===== config.mk =====
export PLATFORM = sky130hd
export DESIGN_NAME = ftr_ram
export DESIGN_NICKNAME = d
export VERILOG_FILES = /design/src/design/ftr_ram.sv
export SDC_FILE = /design/constraint.sdc
export NUM_CORES = 1
export LEC_CHECK = 0
export ABC_AREA = 1
export BUFFER_PORTS_ARGS = -buffer_cell sky130_fd_sc_hd__buf_2
export CAP_MARGIN = 20
export CORE_UTILIZATION = 55
export DETAILED_ROUTE_END_ITERATION = 6
export GPL_TIMING_DRIVEN = 0
export PLACE_DENSITY_LB_ADDON = 0.12
export SKIP_LAST_GASP = 1
export SLEW_MARGIN = 20
export SYNTH_ARGS = -nofsm -noshare
export SYNTH_HDL_FRONTEND = slang
export SYNTH_SLANG_ARGS = --single-unit

===== constraint.sdc =====
create_clock -name clk -period 1.3 [get_ports clk]
set_input_delay 0.065 -clock clk [delete_from_list [all_inputs] [get_ports clk]]
set_output_delay 0.065 -clock clk [all_outputs]
set_load 0.1 [all_outputs]

===== src/design/ftr_ram.sv =====
// Generic simple dual-port RAM: one write port, one registered read port.
// Used for the symbol table and the trace ring; no package dependencies.
`timescale 1ns / 1ps
`default_nettype none

module ftr_ram #(
    parameter int WIDTH  = 8,
    parameter int DEPTH  = 16,
    parameter int ADDR_W = (DEPTH > 1) ? $clog2(DEPTH) : 1
) (
    input  wire logic              clk,
    input  wire logic              we,
    input  wire logic [ADDR_W-1:0] waddr,
    input  wire logic [WIDTH-1:0]  wdata,
    input  wire logic [ADDR_W-1:0] raddr,
    output logic      [WIDTH-1:0]  rdata
);

    logic [WIDTH-1:0] mem [DEPTH];
    logic [WIDTH-1:0] rdata_reg;

    always_ff @(posedge clk)
    begin
        if (we)
        begin
            mem[waddr] <= wdata;
        end
        rdata_reg <= mem[raddr];
    end

    assign rdata = rdata_reg;

endmodule

`default_nettype wire


==> results.tsv <==
stage	metric	value	unit
outcome	status	finished, final reports clean	
drt	ant_nets	0	
cells_and_area	fin_nets	619	
drt	drt_pass1_iterations	5	
clock_network	clk_path_buf_depth	2	
sta	post-route-period-util	0.9498	
grt	grt_start_max_net_pins	17	
sta	maxSlewHeadroom	0.3589	
yosys	yosysMostFrequentCell	nand2_1	
yosys	synth_simple_gate_area_share	0.2105	
pwr	power.total	11.00	mW
floorplan	start_util	0.5637	
place	gp_congestion	0.8574	
cells_and_area	fill_cells	780	
flow_run	cap_violations	0	
clock_network	post-cts-setup-buffer-count	0	
min_path	hold_class	primary input to flip-flop	
clock_network	cts_sinks	136	
drt	via_count	3967	
yosys	ys_warn_count	0	
worst_setup_path	startpoint_type	primary input	
place	hpwlAfterDp	8739	um
sta	fin_hold_ws	0.02697	ns
worst_setup_path	cp_max_fo	10	
floorplan	row_count	37	
cells_and_area	area_delta_synth_final	17.90	%
floorplan	fp.dieW	104.4	um
worst_setup_path	cp-end-kind	flip-flop	
sta	clock_skew	0.006557	ns
worst_setup_path	worstPathCellList	dlygate4sd3_1 > buf_2 > inv_1 > buf_4 > nand3_1 > nand3_1 > nand2_1	
cells_and_area	fin_area	6799	um^2
grt	globalRouteOverflowTotal	0	
worst_setup_path	worstSetupPathType	primary input to flip-flop	
yosys	synthMuxAreaShare	0	
sta	max_freq	0.8099	GHz
drt	drtIter0Drc	409	
yosys	synth-edff-count	128	
yosys	synthesis.nets	569	
place	placement.cell_area	6047	um^2
min_path	min_from	raddr[3]	
worst_setup_path	crit_top_cell	nand3_1	
cells_and_area	drive_gt1_frac	0.1287	
floorplan	die_area	10900	um^2
yosys	synth_top_area_cell	edfxtp_1	
clock_network	cts-buffers-inserted	17	
worst_setup_path	cp_slowest_stage_delay	0.54	ns
grt	grt_pass1_wl	21400	um
worst_setup_path	critPathBufInv	4	
sta	setup_viol	0	
pwr	power_leakage	2.960	nW
yosys	synth_adder_area_share	0	
cells_and_area	n_antenna_cell	0	
yosys	netlist_instances	551	
floorplan	core_area	10230	um^2
pwr	power_per_cell_area	1618	nW/um^2
sta	fin_crit	1.235	ns
clock_network	cts_tree	done	
clock_network	cts_root_buf	clkbuf_8	
grt	grt_pass1_vias	3826	
cells_and_area	largest_reg_flops	128	
yosys	seq_area_frac_synth	0.6943	
floorplan	dieHeight	104.4	um
drt	post_drt_wl_per_cell	18.66	um
worst_setup_path	worstPathArrival	1.66	ns
grt	antenna_found_initial	0	
yosys	ys_async_sr_fraction	0	
worst_setup_path	crit_slowest_cell	dlygate4sd3_1	
grt	grt.total_usage	0.2767	
yosys	ys_ff_latch	136	
worst_setup_path	critPathRequiredTime	1.73	ns
clock_network	path_clk_slew	0.06	ns
pwr	ir_drop	0.001100	V
drt	drt_drc_violations_left	0	
yosys	yosysTopAreaCellShare	0.6665	
clock_network	htree_levels	4	
yosys	synth-compound-area-share	0	
drt	drt_wl_total	14000	um
sta	worst_slew_pin_slew	0.9582	ns
place	port_buffers	22	
yosys	ys_top_cells_by_count	nand2_1 (173), edfxtp_1 (128), inv_1 (100), nand3_1 (97), nor2_1 (17)	
yosys	avgSynthCellArea	10.47	um^2
yosys	yosysUniqueCellTypes	12	
sta	rsz0062_at_grt	no	
yosys	synth_area_leaders	edfxtp_1 (67%), nand2_1 (11%), nand3_1 (8.4%), inv_1 (6.5%), dfxtp_1 (2.8%)	
worst_setup_path	cp_top_family	buffers and inverters	
worst_setup_path	regToRegStartpoint	mem[11][5]$_DFFE_PP_	
yosys	syn-cell-area	5767	um^2
sta	final_max_slew_viol_count	0	
yosys	synth_xor_area_frac	0	
sta	hold_viol	0	
clock_network	clkLatencyLatePin	0.54	ns
cells_and_area	fin_util	0.6645	
yosys	synth_top_family_by_area	simple AND/OR/NAND/NOR gates	
drt	via_per_inst	5.289	
floorplan	io_pins	26	
yosys	synth_flop_cell	edfxtp_1	
worst_setup_path	startpoint	raddr[2]	
==> cells in the final DEF (no fill, tap or decap), drive strengths merged <==
cell type,count
nand2,173
inv,102
nor2,17
bufinv,5
clkinv,4
dlygate4sd3,9
edfxtp,128
dfxtp,8
buf,46
nand3b,2
nand3,97
clkinvlp,4
clkbuf,19
==> tightest hold or removal path: cells and delay by family <==
family	cells	cell delay, ns
buffers and inverters	1	0.23
and+or+nand+nor	2	0.22
==> cells by family (layout without fill, tap and decap cells) <==
kind of cell,after synthesis,in the layout
buffers and inverters,126,189
and+or+nand+nor,289,289
DFF,136,136
==> timing repair <==
action,in CTS,in global routing
endpoints found under the hold margin,133,0
resized for setup,8,0
endpoints found under the setup margin,8,0
hold buffers,9,0
==> where the power goes <==
group	switching [mW]	internal (mW)	leakage (nW)
Sequential	0.0254	4.90	1.22
Clock	1.80	3.39	0.306
Combinational	0.660	0.223	1.43
==> per-stage QoR <==
step | TNS (ns) | setup slack, ns | instances
2_1_floorplan | 0 | 0.2842 | 551
6_report | 0 | 0.06523 | 750
3_5_place_dp | -15.35 | -0.2624 | 709
4_1_cts | 0 | 0.08124 | 750
3_3_place_gp | -13.72 | -0.2710 | 709
5_1_grt | 0 | 0.02200 | 750
==> path summary, 6_finish.rpt <==
kind	endpoint	cells past startpoint	slack, ns
setup / recovery	rdata[6]$_DFF_P_	7	0.07
hold / removal	rdata[6]$_DFF_P_	3	0.03
setup reg to reg	rdata[5]$_DFF_P_	6	0.24
hold reg to reg	rdata[2]$_DFF_P_	6	0.71
==> routing by layer <==
layer	vias to the layer above	GRT usage	share of wire	wire (um)
met1	1837	0.3867	0.42	5883
met2	222	0.4153	0.46	6455
li1	1873	-	-	-
met4	0	0.1276	0.030	422
met5	-	0	0	0
met3	35	0.06078	0.088	1236
==> layout make-up <==
type / count / area (um^2) / area share
Buffer: 24 / 166.4 / 0.02448
Clock buffer: 19 / 441.7 / 0.06496
Clock inverter: 13 / 200.2 / 0.02944
Inverter: 102 / 382.9 / 0.05631
Multi-Input combinational cell: 289 / 1214 / 0.1785
Sequential cell: 136 / 4004 / 0.5889
Tap cell: 136 / 170.2 / 0.02503
Timing Repair Buffer: 31 / 220.2 / 0.03239
No activity file was read; power rests on OpenSTA's default activity.
